**src/rtl/core/cti_pkg.sv**
```systemverilog
`default_nettype none
// ----------------------------------------------------------------------------
// cti_pkg: shared types and constants for the correction table lookup
// Field widths, table geometry, register indexes, opcodes and the structs
// that travel between the table, remainder and configuration units.
// ----------------------------------------------------------------------------
package cti_pkg;

  // Table geometry.
  localparam int TABLE_DEPTH = 512;
  localparam int TBL_AW      = $clog2(TABLE_DEPTH);
  localparam int N_W         = TBL_AW + 1;

  // Field widths.
  localparam int OPCODE_W  = 1;
  localparam int EIDX_W    = 9;
  localparam int ENTRY_W   = 24;
  localparam int ANGLE_W   = 20;
  localparam int CORR_W    = 24;
  localparam int LIDX_W    = 9;
  localparam int SIZE_W    = 10;
  localparam int SPR_W     = 24;
  localparam int OFS_W     = 25;
  localparam int SCALE_W   = 25;
  localparam int CFG_IDX_W = 2;
  localparam int CFG_DATA_W = 25;

  // Datapath widths. The table position carries FRAC_W fraction bits.
  localparam int FRAC_W = 16;
  localparam int PROD_W = ANGLE_W + SPR_W + 1;
  localparam int P_W    = 29;
  localparam int Q_W    = P_W - FRAC_W;
  localparam int MAG_W  = Q_W - 1;
  localparam int DIFF_W = ENTRY_W + 1;
  localparam int V_W    = DIFF_W + FRAC_W + 1;
  localparam int V8_W   = 32;
  localparam int SC_W   = V8_W + SCALE_W + 1;
  localparam int C_W    = SC_W - 32;

  // Register indexes.
  localparam logic [CFG_IDX_W-1:0] CFG_TABLE_SIZE   = 2'd0;
  localparam logic [CFG_IDX_W-1:0] CFG_STEPS_PER_RAD = 2'd1;
  localparam logic [CFG_IDX_W-1:0] CFG_INDEX_OFFSET = 2'd2;
  localparam logic [CFG_IDX_W-1:0] CFG_OUTPUT_SCALE = 2'd3;

  // Register reset values.
  localparam logic [SIZE_W-1:0]  RST_TABLE_SIZE   = 10'd360;
  localparam logic [SPR_W-1:0]   RST_STEPS_PER_RAD = 24'd3754936;
  localparam logic [OFS_W-1:0]   RST_INDEX_OFFSET = 25'd32768;
  localparam logic [SCALE_W-1:0] RST_OUTPUT_SCALE = 25'd292812;

  // Opcodes.
  localparam logic [OPCODE_W-1:0] OP_WRITE  = 1'b0;
  localparam logic [OPCODE_W-1:0] OP_LOOKUP = 1'b1;

  typedef struct packed {
    logic [OPCODE_W-1:0]       opcode;
    logic [EIDX_W-1:0]         entry_index;
    logic signed [ENTRY_W-1:0] entry_value;
    logic signed [ANGLE_W-1:0] angle;
  } in_word_t;

  typedef struct packed {
    logic signed [CORR_W-1:0] correction;
    logic [LIDX_W-1:0]        low_index;
  } out_word_t;

  typedef struct packed {
    logic [N_W-1:0]     n_eff;
    logic [SPR_W-1:0]   steps_per_radian;
    logic [OFS_W-1:0]   index_offset;
    logic [SCALE_W-1:0] output_scale;
  } cfg_regs_t;

  typedef struct packed {
    logic               we;
    logic [TBL_AW-1:0]  addr;
    logic [ENTRY_W-1:0] wdata;
  } tbl_req_t;

  typedef struct packed {
    logic             start;
    logic [MAG_W-1:0] mag;
    logic             neg;
    logic [N_W-1:0]   n;
  } mod_req_t;

  typedef struct packed {
    logic              done;
    logic [TBL_AW-1:0] rem;
  } mod_rsp_t;

endpackage
`default_nettype wire

```
**src/rtl/core/cti_cfg.sv**
```systemverilog
`default_nettype none
// ----------------------------------------------------------------------------
// cti_cfg: configuration registers
// Holds the four lookup registers and derives the effective table size.
// ----------------------------------------------------------------------------
module cti_cfg (
  input  wire logic                          clk,
  input  wire logic                          rst_n,
  input  wire logic                          cfg_valid,
  output logic                               cfg_ready,
  input  wire logic [cti_pkg::CFG_IDX_W-1:0] cfg_index,
  input  wire logic [cti_pkg::CFG_DATA_W-1:0] cfg_data,
  output cti_pkg::cfg_regs_t                 regs
);
  import cti_pkg::*;

  logic [SIZE_W-1:0]  size_r;
  logic [SPR_W-1:0]   spr_r;
  logic [OFS_W-1:0]   ofs_r;
  logic [SCALE_W-1:0] scale_r;

  assign cfg_ready = 1'b1;

  always_ff @(posedge clk) begin
    if (!rst_n) begin
      size_r  <= RST_TABLE_SIZE;
      spr_r   <= RST_STEPS_PER_RAD;
      ofs_r   <= RST_INDEX_OFFSET;
      scale_r <= RST_OUTPUT_SCALE;
    end else if (cfg_valid && cfg_ready) begin
      unique case (cfg_index)
        CFG_TABLE_SIZE:    size_r  <= cfg_data[SIZE_W-1:0];
        CFG_STEPS_PER_RAD: spr_r   <= cfg_data[SPR_W-1:0];
        CFG_INDEX_OFFSET:  ofs_r   <= cfg_data[OFS_W-1:0];
        CFG_OUTPUT_SCALE:  scale_r <= cfg_data[SCALE_W-1:0];
        default: ;
      endcase
    end
  end

  // A size of zero behaves as one entry; a size past the depth is clipped.
  always_comb begin
    if (size_r == '0) begin
      regs.n_eff = N_W'(1);
    end else if (int'(size_r) > TABLE_DEPTH) begin
      regs.n_eff = N_W'(TABLE_DEPTH);
    end else begin
      regs.n_eff = N_W'(size_r);
    end
    regs.steps_per_radian = spr_r;
    regs.index_offset     = ofs_r;
    regs.output_scale     = scale_r;
  end

endmodule
`default_nettype wire

```
**config.mk**
```make
export PLATFORM = sky130hd
export DESIGN_NAME = cti_cfg
export DESIGN_NICKNAME = d
export VERILOG_FILES = /design/src/rtl/core/cti_pkg.sv /design/src/rtl/core/cti_cfg.sv
export SDC_FILE = /design/constraint.sdc
export NUM_CORES = 1
export LEC_CHECK = 0
export ABC_AREA = 1
export ABC_CLOCK_PERIOD_IN_PS = 1000
export BUFFER_PORTS_ARGS = -buffer_cell sky130_fd_sc_hd__buf_2
export CORE_MARGIN = 2
export CORE_UTILIZATION = 50
export CTS_BUF_LIST = sky130_fd_sc_hd__clkbuf_8
export CTS_CLUSTER_SIZE = 20
export DETAILED_ROUTE_END_ITERATION = 8
export PLACE_DENSITY_LB_ADDON = 0.2
export SETUP_SLACK_MARGIN = 0.02
export SLEW_MARGIN = 20
export SYNTH_ARGS = -nofsm -noshare
export SYNTH_HDL_FRONTEND = slang
export SYNTH_SLANG_ARGS = --single-unit
```
**constraint.sdc**
```tcl
create_clock -name clk -period 1 [get_ports clk]
set_input_delay 0.05 -clock clk [delete_from_list [all_inputs] [get_ports clk]]
set_output_delay 0.05 -clock clk [all_outputs]
set_load 0.02 [all_outputs]
```
==> results.py <==
metrics = {
    "hold_path": {
        "hold_depth": 5,
        "hp-class": "in2reg",
        "hold_start": "cfg_index[1]",
        "holdPathEnd": "spr_r[0]",
    },
    "clocking": {
        "htree_levels": 3,
        "cts.path.max_buffers": 2,
        "cts_tree": "built",
        "path_clk_slew_ns": 0.08,
        "cts-root-buf": "clkbuf_8",
        "clkLatencyLatePin_ns": 0.34,
        "cts_sinks": 84,
        "cts_buffers": 9,
    },
    "place": {
        "place_inst": 576,
        "dp_slack_ns": -0.143,
        "gp_congestion": 0.804,
        "portBuffers": 113,
        "hpwl_um": 5520,
    },
    "global_routing": {
        "grt_pass1_wl_um": 13200,
        "grt_pass1_vias": 2872,
        "grt_max_degree": 35,
        "antenna_found_initial": 0,
        "grt_overflow": 0,
        "grt_usage": 0.263,
    },
    "final_layout": {
        "areaGrowthSynthToFinish_pct": 44.7,
        "drive_above_1_share": 0.316,
        "final_core_util": 0.742,
        "diodes": 0,
        "multiInputGateArea_mm2": 0.00118,
        "num-fill-cells": 462,
        "seq_area_mm2": 0.00169,
        "fin_nets": 570,
        "final_cells": 619,
    },
    "die": {
        "die_y_um": 81.5,
        "fp.coreArea_mm2": 0.00585,
        "die_w_um": 81.5,
        "initial_utilization": 0.513,
        "dieArea_mm2": 0.00664,
        "row_count": 28,
        "num_io_pins": 115,
    },
    "yosys": {
        "ys_seq_area_frac": 0.560,
        "synthTopCellsByArea": "dfxtp_1, nor2_1, nand2_1, o21ai_0, nand3_1",
        "ys_seq_elements": 84,
        "synth_area_mm2": 0.00300,
        "syn_nets": 421,
        "synth_top_cell_area_share": 0.560,
        "avgSynthCellArea_um2": 7.68,
        "synth_cell_types": 17,
        "postSynthCellCount": 391,
        "synth-warning-count": 0,
        "synth_largest_area_cell": "dfxtp_1",
    },
    "sta": {
        "setup_viol": 9,
        "fin_crit_ns": 1.43,
        "worst_pin_slew_ns": 0.506,
        "fin_tns_setup_ns": -3.27,
        "slew_headroom": 0.662,
        "rsz0062_at_grt": "yes",
        "final_max_slew_viol_count": 0,
        "max_freq_mhz": 699,
        "hold-worst-slack_ns": 0.218,
        "fin_crit_sh": 1.43,
        "finClkSkew_ns": 0,
        "setup_slack_ns": -0.431,
        "hold_viol": 0,
    },
    "worst_setup_path": {
        "reg2reg_depth": 3,
        "r2r_slack_ns": 0.25,
        "cp_max_fo": 7,
        "endpoint_kind": "primary output",
        "cpPeakStageDelay_ns": 0.33,
        "r2r-end": "size_r[9]",
        "cp_slowest_cell": "dfxtp_2",
        "worstSetupStartpointType": "flip-flop",
        "path_buf_inv": 1,
        "cp_top_family": "simple AND/OR/NAND/NOR gates",
        "r2r_start": "size_r[9]",
        "worstPathArrival_ns": 1.38,
        "crit_top_cell": "nor2_2",
        "cp.required_ns": 0.95,
        "critPathKind": "reg2out",
        "crit_chain": "nor2_2 > nand3_1 > nor2_2 > nor2_4 > nor2_1 > buf_4",
    },
    "detailed_routing": {
        "drc": 0,
        "num_vias": 3057,
        "wl_per_cell_um": 14.0,
        "routed_via_density": 4.94,
        "drtIter0Drc": 184,
        "drt_pre_antenna_iters": 4,
        "ant_nets": 0,
        "drt-total-wl_um": 8650,
    },
    "run": {
        "cap_violations": 0,
    },
    "pwr": {
        "power_leakage_uw": 0.00214,
        "ir_drop_uv": 1350,
        "p_per_area_mw_per_mm2": 1730,
    },
    "run_status": {
        "failed_checks": "negative setup slack",
        "outcome": "finished with violations",
    },
}
[where the power goes]
part	internal [uW]	switching, uW
Sequential	3510	80.9
Clock	1710	1160
Combinational	423	648
Total	5640	1890
[kinds of logic (layout without fill, tap and decap cells)]
kind of cell,Yosys count,count (layout),synth area share
flip-flops,84,84,0.560
other,1,1,0.00125
AND/OR/NAND/NOR,201,201,0.270
buffers and inverters,40,193,0.0571
AO/OA/AOI/OAI,65,65,0.112
[worst register-to-register path, cell delays in order (launching register included)]
cell and delay, ns:
dfxtp_2 0.36, inv_1 0.08, buf_4 0.14, a21oi_1 0.10
[cells in the final DEF, fill, tap and decap left out]
cell type	Yosys	routed
inv_2	4	5
dfxtp_2	0	5
nand3_2	1	1
buf_4	2	23
conb_1	1	1
buf_8	0	1
nor2_4	2	4
clkbuf_8	0	10
a21oi_1	17	17
bufinv_16	0	3
dlygate4sd3_1	0	26
clkinv_1	1	1
nor2_1	91	84
nor2_2	0	5
o211ai_1	4	4
inv_1	11	9
nand2_1	80	80
buf_2	10	103
buf_12	0	1
o21ai_0	44	44
nand3_1	27	27
buf_6	0	6
clkinv_2	0	2
clkbuf_16	0	1
dfxtp_1	84	79
clkinvlp_4	0	2
[sequential cells by signal, summed over array words and instances, names as in the netlist]
name	cells
spr_r	24
scale_r	25
ofs_r	25
size_r	10
[worst max-delay path by stage]
stage	slack, ns	endpoint	from	depth (start not counted)
CTS	-0.41	regs[77]	size_r[2]	6
detailed placement	-0.14	regs[77]	size_r[0]	6
finish	-0.43	regs[80]	size_r[4]	6
floorplan	-0.01	regs[75]	size_r[0]	5
global route	-0.52	regs[78]	size_r[2]	6
global placement	-0.08	regs[81]	size_r[4]	6
[synth_stat cells]
library cell,count
inv_2,4
nor2_1,91
a21oi_1,17
clkinv_1,1
buf_4,2
buf_2,10
clkbuf_1,11
o21ai_0,44
inv_1,11
nand3_1,27
nand3_2,1
o211ai_1,4
clkbuf_2,1
dfxtp_1,84
nor2_4,2
conb_1,1
nand2_1,80
[metrics by stage]
step / cell area (um2) / power [uW]
after floorplan: 3000 / 4190
after global placement: 3720 / 4570
after detailed placement: 3720 / 4580
after CTS: 4250 / 7500
after global routing: 4340 / 7810
final: 4340 / 7530
[metal layers]
metal | vias to the layer above | routed length, um | track usage
met1 | 1393 | 3710 | 0.331
met2 | 107 | 4320 | 0.444
met3 | 12 | 488 | 0.0516
met4 | 0 | 140 | 0.100
met5 | - | 0 | 0
li1 | 1545 | - | -
[repair_timing]
item                                    CTS  global route
endpoints found under the setup margin    9            23
resized for setup                        11            26
hold endpoints to repair                 62             0
pin swaps                                 1             3
gates cloned                              0             2
buffers inserted                          0             1
hold buffers                             26             0
[area by class of cell]
type                       count  area share
clock buffer                  10      0.0317
clock inverter                 5      0.0230
inverter                      16      0.0147
multi-input combinational    267       0.271
sequential                    84       0.389
tap                           75      0.0216
timing repair buffer         161       0.248
timing repair inverter         1     0.00173
(Power assumes the default switching activity.)
