$ cat config.mk
export PLATFORM = sky130hd
export DESIGN_NAME = cti_mod
export DESIGN_NICKNAME = d
export VERILOG_FILES = /design/src/rtl/core/cti_pkg.sv /design/src/rtl/core/cti_mod.sv
export SDC_FILE = /design/constraint.sdc
export NUM_CORES = 1
export LEC_CHECK = 0
export BUFFER_PORTS_ARGS = -buffer_cell sky130_fd_sc_hd__buf_2
export CORE_MARGIN = 2
export CORE_UTILIZATION = 40
export DETAILED_ROUTE_END_ITERATION = 8
export GPL_TIMING_DRIVEN = 0
export PLACE_DENSITY = 0.61
export SKIP_CTS_REPAIR_TIMING = 1
export SYNTH_ARGS = -nofsm -noshare
export SYNTH_HDL_FRONTEND = slang
export SYNTH_SLANG_ARGS = --single-unit
$ cat constraint.sdc
create_clock -name clk -period 3.2 [get_ports clk]
set_clock_uncertainty 0.1 [all_clocks]
set_input_delay 0.32 -clock clk [delete_from_list [all_inputs] [get_ports clk]]
set_output_delay 0.32 -clock clk [all_outputs]
set_load 0.03 [all_outputs]
$ cat src/rtl/core/cti_pkg.sv
`default_nettype none
// ----------------------------------------------------------------------------
// cti_pkg: shared types and constants for the correction table lookup
// Field widths, table geometry, register indexes, opcodes and the structs
// that travel between the table, remainder and configuration units.
// ----------------------------------------------------------------------------
package cti_pkg;

  // Table geometry.
  localparam int TABLE_DEPTH = 512;
  localparam int TBL_AW      = $clog2(TABLE_DEPTH);
  localparam int N_W         = TBL_AW + 1;

  // Field widths.
  localparam int OPCODE_W  = 1;
  localparam int EIDX_W    = 9;
  localparam int ENTRY_W   = 24;
  localparam int ANGLE_W   = 20;
  localparam int CORR_W    = 24;
  localparam int LIDX_W    = 9;
  localparam int SIZE_W    = 10;
  localparam int SPR_W     = 24;
  localparam int OFS_W     = 25;
  localparam int SCALE_W   = 25;
  localparam int CFG_IDX_W = 2;
  localparam int CFG_DATA_W = 25;

  // Datapath widths. The table position carries FRAC_W fraction bits.
  localparam int FRAC_W = 16;
  localparam int PROD_W = ANGLE_W + SPR_W + 1;
  localparam int P_W    = 29;
  localparam int Q_W    = P_W - FRAC_W;
  localparam int MAG_W  = Q_W - 1;
  localparam int DIFF_W = ENTRY_W + 1;
  localparam int V_W    = DIFF_W + FRAC_W + 1;
  localparam int V8_W   = 32;
  localparam int SC_W   = V8_W + SCALE_W + 1;
  localparam int C_W    = SC_W - 32;

  // Register indexes.
  localparam logic [CFG_IDX_W-1:0] CFG_TABLE_SIZE   = 2'd0;
  localparam logic [CFG_IDX_W-1:0] CFG_STEPS_PER_RAD = 2'd1;
  localparam logic [CFG_IDX_W-1:0] CFG_INDEX_OFFSET = 2'd2;
  localparam logic [CFG_IDX_W-1:0] CFG_OUTPUT_SCALE = 2'd3;

  // Register reset values.
  localparam logic [SIZE_W-1:0]  RST_TABLE_SIZE   = 10'd360;
  localparam logic [SPR_W-1:0]   RST_STEPS_PER_RAD = 24'd3754936;
  localparam logic [OFS_W-1:0]   RST_INDEX_OFFSET = 25'd32768;
  localparam logic [SCALE_W-1:0] RST_OUTPUT_SCALE = 25'd292812;

  // Opcodes.
  localparam logic [OPCODE_W-1:0] OP_WRITE  = 1'b0;
  localparam logic [OPCODE_W-1:0] OP_LOOKUP = 1'b1;

  typedef struct packed {
    logic [OPCODE_W-1:0]       opcode;
    logic [EIDX_W-1:0]         entry_index;
    logic signed [ENTRY_W-1:0] entry_value;
    logic signed [ANGLE_W-1:0] angle;
  } in_word_t;

  typedef struct packed {
    logic signed [CORR_W-1:0] correction;
    logic [LIDX_W-1:0]        low_index;
  } out_word_t;

  typedef struct packed {
    logic [N_W-1:0]     n_eff;
    logic [SPR_W-1:0]   steps_per_radian;
    logic [OFS_W-1:0]   index_offset;
    logic [SCALE_W-1:0] output_scale;
  } cfg_regs_t;

  typedef struct packed {
    logic               we;
    logic [TBL_AW-1:0]  addr;
    logic [ENTRY_W-1:0] wdata;
  } tbl_req_t;

  typedef struct packed {
    logic             start;
    logic [MAG_W-1:0] mag;
    logic             neg;
    logic [N_W-1:0]   n;
  } mod_req_t;

  typedef struct packed {
    logic              done;
    logic [TBL_AW-1:0] rem;
  } mod_rsp_t;

endpackage
`default_nettype wire

$ cat src/rtl/core/cti_mod.sv
`default_nettype none
// ----------------------------------------------------------------------------
// cti_mod: bit-serial remainder unit
// Reduces the signed whole-step table position modulo the table size,
// one quotient bit per cycle, and returns a non-negative remainder.
// ----------------------------------------------------------------------------
module cti_mod (
  input  wire logic        clk,
  input  wire logic        rst_n,
  input  wire cti_pkg::mod_req_t req,
  output cti_pkg::mod_rsp_t rsp
);
  import cti_pkg::*;

  localparam int CNT_W = $clog2(MAG_W + 1);

  logic              active_r;
  logic              fin_r;
  logic [CNT_W-1:0]  cnt_r;
  logic [MAG_W-1:0]  dvd_r;
  logic [TBL_AW-1:0] rem_r;
  logic              neg_r;
  logic [N_W-1:0]    n_r;
  logic [N_W-1:0]    trial;
  logic [TBL_AW-1:0] rem_nxt;

  always_comb begin
    trial = {rem_r, dvd_r[MAG_W-1]};
    if (trial >= n_r) begin
      rem_nxt = TBL_AW'(trial - n_r);
    end else begin
      rem_nxt = TBL_AW'(trial);
    end
  end

  always_ff @(posedge clk) begin
    if (!rst_n) begin
      active_r <= 1'b0;
      fin_r    <= 1'b0;
    end else begin
      fin_r <= 1'b0;
      if (req.start) begin
        rem_r    <= '0;
        dvd_r    <= req.mag;
        neg_r    <= req.neg;
        n_r      <= req.n;
        cnt_r    <= CNT_W'(MAG_W);
        active_r <= 1'b1;
      end else if (active_r) begin
        rem_r <= rem_nxt;
        dvd_r <= dvd_r << 1;
        cnt_r <= cnt_r - CNT_W'(1);
        if (cnt_r == CNT_W'(1)) begin
          active_r <= 1'b0;
          fin_r    <= 1'b1;
        end
      end
    end
  end

  // A negative position with a nonzero remainder folds back from the top.
  always_comb begin
    rsp.done = fin_r;
    if (neg_r && (rem_r != '0)) begin
      rsp.rem = TBL_AW'(n_r - N_W'(rem_r));
    end else begin
      rsp.rem = rem_r;
    end
  end

endmodule
`default_nettype wire

==> results.json, run 1 <==
{
  "dr.pass1.iters": 4,
  "synthAdderAreaFrac": 0.1197,
  "dieHeight_um": 81.86,
  "p_total_uw": 1361,
  "tightest_slew_ns": 1.150,
  "finalCritPeriodShare": 0.9322,
  "max_stage_delay_ns": 0.49,
  "cts-root-buf": "clkbuf_8",
  "area_growth_pct": 15.43,
  "crit_required_ns": 2.78,
  "cp_slowest_cell": "edfxtp_1",
  "timing.slew.headroom": 0.2335,
  "clkLatencyLatePin_ns": 0.29,
  "grt_start_max_net_pins": 27,
  "synthTopCellsByArea": "edfxtp_1 (45%), ha_1 (10%), mux2_2 (5.1%)",
  "ys.flop_type": "edfxtp_1",
  "critPathMaxFanout": 6,
  "cts_tree": "done",
  "hold_viol": 0,
  "maxCapViolations": 0,
  "synth_simple_gate_area_frac": 0.1047,
  "dpl.hpwl_um": 3537,
  "final_util": 0.4756,
  "cp_cell_sequence": "ha_1 > fa_1 > nand2b_1 > a21oi_1 > a31oi_1 > xor2_1 > mux2i_1 > buf_2",
  "cts_buffer_depth": 2,
  "min_period_ns": 2.983,
  "maxSlewViolCount": 0,
  "synth_mux_area_frac": 0.07998,
  "end_kind": "output port",
  "syn-num-nets": 265,
  "via_count": 1717,
  "rsz0062_at_grt": "false",
  "syn_area_per_cell_um2": 11.17,
  "final_nets": 308,
  "gp_congestion": 0.8124,
  "cts_buffers": 5,
  "worstPathArrival_ns": 2.56,
  "setup_viol": 0,
  "synthCells": 217,
  "synth_top_area_cell": "edfxtp_1",
  "dieArea_um2": 6701,
  "ys_seq_area_frac": 0.4623,
  "synth_compound_area_frac": 0.1440,
  "synth-warning-count": 0,
  "p_per_area_nw_per_um2": 486.2,
  "power_leakage_uw": 0.001185,
  "synth_cell_types": 46,
  "routed_wl_um": 4716,
  "synth_edf_count": 36,
  "cts-htree-levels": 2,
  "grt_pass1_vias": 1661,
  "post_route_cells_drive_above_1_share": 0.2375,
  "rows": 28,
  "ys_seq_elements": 38,
  "overflow": 0,
  "ir_drop_mv": 0.2393,
  "critPathLaunchType": "flop",
  "async_flop_share": 0,
  "fmax_ghz": 0.3352,
  "avgRoutedWirePerCell_um": 14.04,
  "nFillCells": 588,
  "crit_type": "reg -> out",
  "status": "finished, final reports clean",
  "min_path_type": "in -> reg",
  "synth_common_cells": "edfxtp_1 (36), inv_1 (24), ha_1 (20)",
  "core_um2": 5886,
  "syn-cell-area_um2": 2425,
  "routed_via_density": 5.110,
  "clock_sinks": 38,
  "portBuffers": 34,
  "path_clk_slew_ns": 0.07,
  "drc_errors": 0,
  "initial_core_util": 0.4120,
  "ios": 36,
  "synth_top_family_by_area": "compound AO/OA/AOI/OAI gates",
  "synth_top_area_share": 0.4458,
  "synthMostInstantiatedCell": "edfxtp_1",
  "synth-xor-area-share": 0.03973,
  "grt_antenna_before_repair": 0,
  "final.setup.tns_ns": 0,
  "antenna_cells": 0,
  "grt_pass1_wl_um": 7755,
  "grt_use_total": 0.1544,
  "drtAntennaViolNets": 0,
  "drt-initial-drc-count": 54,
  "die_width_um": 81.86
}
## through the flow
step / hold slack (ns) / cells / cell area (um2) / setup WS (ns)
5_1_grt: 0.08502 / 336 / 2799 / 0.03114
3_3_place_gp: 0.3331 / 326 / 2689 / 0.4135
4_1_cts: 0.09520 / 334 / 2779 / 0.06372
3_5_place_dp: 0.3448 / 326 / 2689 / 0.3932
6_report: 0.1034 / 336 / 2799 / 0.2170
2_1_floorplan: 0.3145 / 217 / 2425 / 0.5071
## cell type report
class	count	area, um2	share of cell area
well taps	75	93.84	0.03353
flip-flops and latches	38	1121	0.4005
clock buffers	8	90.09	0.03219
plain buffers	5	23.77	0.008494
repair buffers	36	185.2	0.06616
inverters	25	96.34	0.03442
multi-input cells	149	1189	0.4247
## logic make-up after synthesis
group,Yosys count
AND/OR/NAND/NOR,50
AO/OA/AOI/OAI,48
flip-flops,38
buffers and inverters,30
adder cells (fa/ha/maj),22
multiplexers,18
XOR/XNOR,11
## worst max-delay path, delay by kind of cell, from the launching register on
| family | cells | cell delay (ns) |
|---|---|---|
| muxes | 1 | 0.13 |
| xor gates and xnor gates | 1 | 0.15 |
| and+or+nand+nor | 1 | 0.20 |
| adders and majority gates | 2 | 0.67 |
| AOI/OAI and AO/OA | 2 | 0.42 |
| DFF | 1 | 0.49 |
| buffers and inverters | 1 | 0.21 |
## worst paths after layout
kind / startpoint / endpoint / slack, ns / cells after the start
max: rem_r[0]$_SDFFCE_PP0P_ / rsp[6] / 0.22 / 8
min: req[9] / n_r[9]$_DFFE_PP_ / 0.10 / 1
max reg2reg: rem_r[0]$_SDFFCE_PP0P_ / rem_r[6]$_SDFFCE_PP0P_ / 0.42 / 8
min reg2reg: active_r$_SDFF_PN0_ / fin_r$_SDFF_PP0_ / 0.35 / 2
## power breakdown
group | switching [uW] | leakage (uW) | internal [uW]
registers | 27.5 | 0.000359 | 591
clock network | 166 | 0.0000455 | 176
logic | 233 | 0.000781 | 167
## sequential cells by signal, indices dropped and copies added, names as in the netlist
signal    flops
active_r      1
cnt_r         4
dvd_r        12
fin_r         1
n_r          10
neg_r         1
rem_r         9
## layer usage
layer	vias to the layer above	share of wire	global-route usage
met3	7	0.057	0.04615
met2	36	0.47	0.2561
li1	878	-	-
met5	-	0	0
met1	796	0.46	0.1944
met4	0	0.012	0.04500
## layout by cell type (no fill, tap or decap), types with 2 or more instances in the layout
cell type / netlist / layout
edfxtp_1: 36 / 36
buf_2: 1 / 35
inv_1: 24 / 24
ha_1: 20 / 20
nor2_1: 13 / 13
nand2_1: 13 / 13
mux2_2: 11 / 11
a21oi_1: 11 / 11
o21a_1: 9 / 9
o21ai_0: 8 / 8
mux2i_1: 7 / 7
xnor2_1: 6 / 6
clkbuf_8: 0 / 6
clkbuf_1: 3 / 5
xor2_1: 5 / 5
or3_1: 4 / 4
nor3_1: 3 / 3
a211oi_1: 4 / 3
buf_4: 1 / 3
nand2b_1: 2 / 2
o32ai_1: 2 / 2
and2_1: 2 / 2
nand4_1: 2 / 2
a21o_1: 2 / 2
and3_1: 2 / 2
or2_0: 2 / 2
nand3_1: 2 / 2
fa_1: 2 / 2
dfxtp_1: 2 / 2
Note: power is estimated with default switching activity, not from simulation.
==> run 2, diff against run 1 <==
==> constraint.sdc (replaced) <==
create_clock -name clk -period 3 [get_ports clk]
set_clock_uncertainty 0.1 [all_clocks]
set_input_delay 0.3 -clock clk [delete_from_list [all_inputs] [get_ports clk]]
set_output_delay 0.3 -clock clk [all_outputs]
set_load 0.03 [all_outputs]
==> run 2 against run 1 <==
Net effect: wire length up 0.83%; critical path depth stayed put; register-to-register slack worse by 0.18 ns; power is 7.9% higher; cell count rose by 1.5%; global-route usage did not move; combinational power is 10% higher; sequential share of layout area down 0.81 points; core utilization up 0.98 points; first-iteration DRC count increased by 22%; critical path type unchanged; largest cell class unchanged; largest power group unchanged.
==> results.json, run 2 (synthesis gave the netlist of run 1 again) <==
{
  "status": "finished, final reports clean",
  "grt_start_max_net_pins": 27,
  "top_layer_used": "met4",
  "routed_wl_um": 4755,
  "top_register": "dvd_r",
  "tightest_slew_ns": 1.143,
  "fin_area_um2": 2856,
  "maxCapViolations": 0,
  "p_total_uw": 1469,
  "antenna_cells": 0,
  "dp_slack_ns": 0.2132,
  "cts-root-buf": "clkbuf_8",
  "placed_area_um2": 2689,
  "gp_congestion": 0.8124,
  "grt_pass1_vias": 1661,
  "power_frac_seq": 0.449,
  "initial_core_util": 0.4120,
  "fmax_ghz": 0.3489,
  "drtAntennaViolNets": 0,
  "dieHeight_um": 81.86,
  "path_clk_slew_ns": 0.07,
  "met2WireLength_um": 2231,
  "ios": 36,
  "met3_length_um": 279,
  "cp-startpoint": "rem_r[0]$_SDFFCE_PP0P_",
  "cts_buffers": 5,
  "timing.slew.headroom": 0.2381,
  "rows": 28,
  "routed_via_density": 5.114,
  "layout_common_cells": "edfxtp_1 (36), buf_2 (34), inv_1 (24), ha_1 (19)",
  "cts_buffer_depth": 2,
  "cts_tree": "done",
  "layout_commonest_cell": "edfxtp_1",
  "worstPathArrival_ns": 2.47,
  "critPathMaxFanout": 6,
  "avgRoutedWirePerCell_um": 13.94,
  "final_util": 0.4853,
  "cts-htree-levels": 2,
  "area_growth_pct": 17.80,
  "worstReg2RegStart": "rem_r[0]$_SDFFCE_PP0P_",
  "swShare": 0.3143,
  "via_count": 1744,
  "final_nets": 313,
  "grt_use_total": 0.1544,
  "post_route_cells_drive_above_1_share": 0.2594,
  "setup_viol": 0,
  "combPwrFrac": 0.301,
  "p_sw_uw": 461.6,
  "critPathLaunchType": "flop",
  "p_per_area_nw_per_um2": 514.1,
  "drc_errors": 0,
  "drt-initial-drc-count": 66,
  "power_leakage_uw": 0.001213,
  "grt_antenna_before_repair": 0,
  "min_path_type": "in -> reg",
  "hold_viol": 0,
  "p_int_uw": 1007,
  "grt_pass1_wl_um": 7755,
  "largest_register_ffs": 12,
  "dr.pass1.iters": 4,
  "clkLatencyLatePin_ns": 0.29,
  "ir_drop_mv": 0.2557,
  "dp.cells": 326,
  "end_kind": "output port",
  "dieArea_um2": 6701,
  "setup_ws_ns": 0.1338,
  "fin_cells": 341,
  "m1WireLength_um": 2188,
  "overflow": 0,
  "finalCritPeriodShare": 0.9554,
  "crit_type": "reg -> out",
  "maxSlewViolCount": 0,
  "crit_required_ns": 2.60,
  "clkPwrFrac": 0.249,
  "portBuffers": 34,
  "dpl.hpwl_um": 3537,
  "min_from": "req[9]",
  "clock_sinks": 38,
  "min_period_ns": 2.866,
  "die_width_um": 81.86,
  "core_um2": 5886,
  "largest_registers": "dvd_r (12), n_r (10), rem_r (9)"
}
-- run 2: layout make-up --
class,count,area [um2]
multi-input cells,149,1206
repair buffers,41,225.2
flip-flops and latches,38,1121
clock buffers,8,90.09
inverters,25,96.34
plain buffers,5,23.77
well taps,75,93.84
fillers,590,3029
-- run 2: worst paths after layout --
path                                                to  slack, ns  cells after the start
worst max-delay path                            rsp[8]       0.13                      8
worst min-delay path                  n_r[9]$_DFFE_PP_       0.08                      1
worst max register to register  rem_r[6]$_SDFFCE_PP0P_       0.24                      8
worst min register to register        fin_r$_SDFF_PP0_       0.35                      2
-- run 2: stage by stage --
step                setup TNS, ns  hold WS [ns]
floorplan                       0        0.2989
global placement                0        0.3331
detailed placement              0        0.3448
CTS                       -0.1163       0.07520
global route            -0.003249       0.06502
finish                          0       0.08355
-- run 2: metal layers --
metal / vias up / GRT usage
met3: 7 / 0.04615
met1: 811 / 0.1944
met5: - / 0
li1: 888 / -
met4: 0 / 0.04500
met2: 38 / 0.2561
-- run 2: worst max-delay path, stage by stage, from the launching register on --
cell and delay (ns):
edfxtp_1 0.49, ha_2 0.23, fa_1 0.40, nand2b_4 0.17, a211oi_4 0.28, o21a_1 0.16, o21a_1 0.13, xor2_1 0.15
buf_4 0.18
-- run 2: power groups by stage --
| stage | Sequential (uW) | Combinational, uW | Clock (uW) |
|---|---|---|---|
| global placement | 672 | 417 | 0 |
| CTS | 662 | 424 | 378 |
| global route | 666 | 492 | 401 |
| finish | 660 | 442 | 366 |
| floorplan | 661 | 330 | 0 |
| detailed placement | 673 | 423 | 0 |
==> run 3, diff against run 2 <==
==> constraint.sdc (replaced) <==
create_clock -name clk -period 3.4 [get_ports clk]
set_clock_uncertainty 0.1 [all_clocks]
set_input_delay 0.34 -clock clk [delete_from_list [all_inputs] [get_ports clk]]
set_output_delay 0.34 -clock clk [all_outputs]
set_load 0.03 [all_outputs]
==> run 3 against run 2 <==
Net effect: cell area down 2.7%; wire length down 1.2%; cell count down 2.1%; sequential cell count unchanged; critical path depth unchanged; critical endpoint unchanged.
==> results.json, run 3 (synthesis gave the netlist of run 1 again) <==
{
  "status": "finished, final reports clean",
  "grt_use_total": 0.1544,
  "dieArea_um2": 6701,
  "final_util": 0.4722,
  "maxSlewViolCount": 0,
  "grtUsageMet1": 0.1944,
  "setup_viol": 0,
  "critPathLaunchType": "flop",
  "finalCritPeriodShare": 0.9183,
  "crit_family": "adder cells",
  "p_per_area_nw_per_um2": 459.8,
  "fmax_ghz": 0.3203,
  "grt_start_max_net_pins": 27,
  "layout_commonest_cell": "edfxtp_1",
  "rsz0062_at_grt": "false",
  "cts-root-buf": "clkbuf_8",
  "final.setup.tns_ns": 0,
  "area_growth_pct": 14.60,
  "clkLatencyLatePin_ns": 0.29,
  "top_register": "dvd_r",
  "largest_registers": "dvd_r (12), n_r (10), rem_r (9)",
  "cp_slowest_cell": "edfxtp_1",
  "grt_pass1_vias": 1661,
  "die_width_um": 81.86,
  "multiInputGateArea_um2": 1184,
  "portBuffers": 34,
  "dp_slack_ns": 0.5732,
  "fin_hold_ws_ns": 0.1236,
  "crit_top_cell": "o21a_1",
  "dr.pass1.iters": 4,
  "crit_type": "reg -> out",
  "gp_congestion": 0.8124,
  "cp_cell_sequence": "ha_1 > fa_1 > nand2b_1 > a211oi_1 > o21a_1 > o21a_1 > xor2_1 > buf_2",
  "rows": 28,
  "critical_path_buf_inv_count": 1,
  "setup_ws_ns": 0.2779,
  "ir_drop_mv": 0.2249,
  "min_from": "req[9]",
  "cp-startpoint": "rem_r[0]$_SDFFCE_PP0P_",
  "end_kind": "output port",
  "grt_antenna_before_repair": 0,
  "maxCapViolations": 0,
  "nFillCells": 590,
  "grt_pass1_wl_um": 7755,
  "crit_required_ns": 2.96,
  "cts_buffers": 5,
  "cts-htree-levels": 2,
  "hold_viol": 0,
  "routed_via_density": 5.150,
  "gr-usage-met2": 0.2561,
  "drc_errors": 0,
  "dp.cells": 326,
  "largest_register_ffs": 12,
  "fin_cells": 334,
  "cts_buffer_depth": 2,
  "initial_core_util": 0.4120,
  "drtAntennaViolNets": 0,
  "layout_common_cells": "edfxtp_1 (36), buf_2 (35), inv_1 (24), ha_1 (20)",
  "cts_tree": "done",
  "clock_sinks": 38,
  "tightest_slew_ns": 1.143,
  "core_um2": 5886,
  "critPathMaxFanout": 6,
  "min_period_ns": 3.122,
  "regArea_um2": 1121,
  "dpl.hpwl_um": 3537,
  "worstReg2RegStart": "dvd_r[11]$_DFFE_PP_",
  "antenna_cells": 0,
  "routed_wl_um": 4696,
  "max_stage_delay_ns": 0.51,
  "overflow": 0,
  "avgRoutedWirePerCell_um": 14.06,
  "min_path_type": "in -> reg",
  "via_count": 1720,
  "power_leakage_uw": 0.001175,
  "path_clk_slew_ns": 0.07,
  "busiest_layer": "met2",
  "use_met3": 0.04615,
  "dieHeight_um": 81.86,
  "ios": 36,
  "worstPathArrival_ns": 2.68,
  "drt-initial-drc-count": 67,
  "post_route_cells_drive_above_1_share": 0.2278,
  "final_nets": 306,
  "timing.slew.headroom": 0.2377
}
## run 3: cell count changes in the layout (fill, tap and decap cells not counted), sizes merged
cell  delta
buf      -7
## run 3: worst paths after layout
kind / endpoint / slack (ns) / cells after the start
max: rsp[8] / 0.28 / 8
min: n_r[9]$_DFFE_PP_ / 0.12 / 1
max reg2reg: rem_r[6]$_SDFFCE_PP0P_ / 0.67 / 10
min reg2reg: fin_r$_SDFF_PP0_ / 0.35 / 2
## run 3: metrics by stage
stage          power [uW]  area [um2]
3_5_place_dp        967.5        2689
4_1_cts              1292        2779
3_3_place_gp        961.2        2689
2_1_floorplan       874.8        2425
6_report             1278        2779
5_1_grt              1358        2779
## run 3: routing by layer
layer  wire length (um)  vias to the layer above
li1                   -                      874
met1               2146                      801
met2               2216                       38
met3                278                        7
met4                 55                        0
met5                  0                        -
## run 3: final cells by class
class | instances | area share
Sequential cell | 38 | 0.4034
Inverter | 25 | 0.03467
Buffer | 5 | 0.008555
Multi-Input combinational cell | 149 | 0.4259
Timing Repair Buffer | 34 | 0.06123
Tap cell | 75 | 0.03377
Clock buffer | 8 | 0.03242
## run 3: worst reg2reg max path, cell delays in order (launching register included)
cell and delay (ns):
edfxtp_1 0.38, inv_1 0.07, ha_1 0.17, inv_1 0.07, fa_1 0.41, a21o_1 0.20, a221oi_2 0.38, o211ai_2 0.22
buf_2 0.24, mux2i_1 0.17, nor2_1 0.05
## run 3: power breakdown
| group | switching (uW) | total [uW] | internal (uW) |
|---|---|---|---|
| logic | 217 | 372 | 155 |
| clock network | 158 | 323 | 166 |
| registers | 26.3 | 583 | 556 |
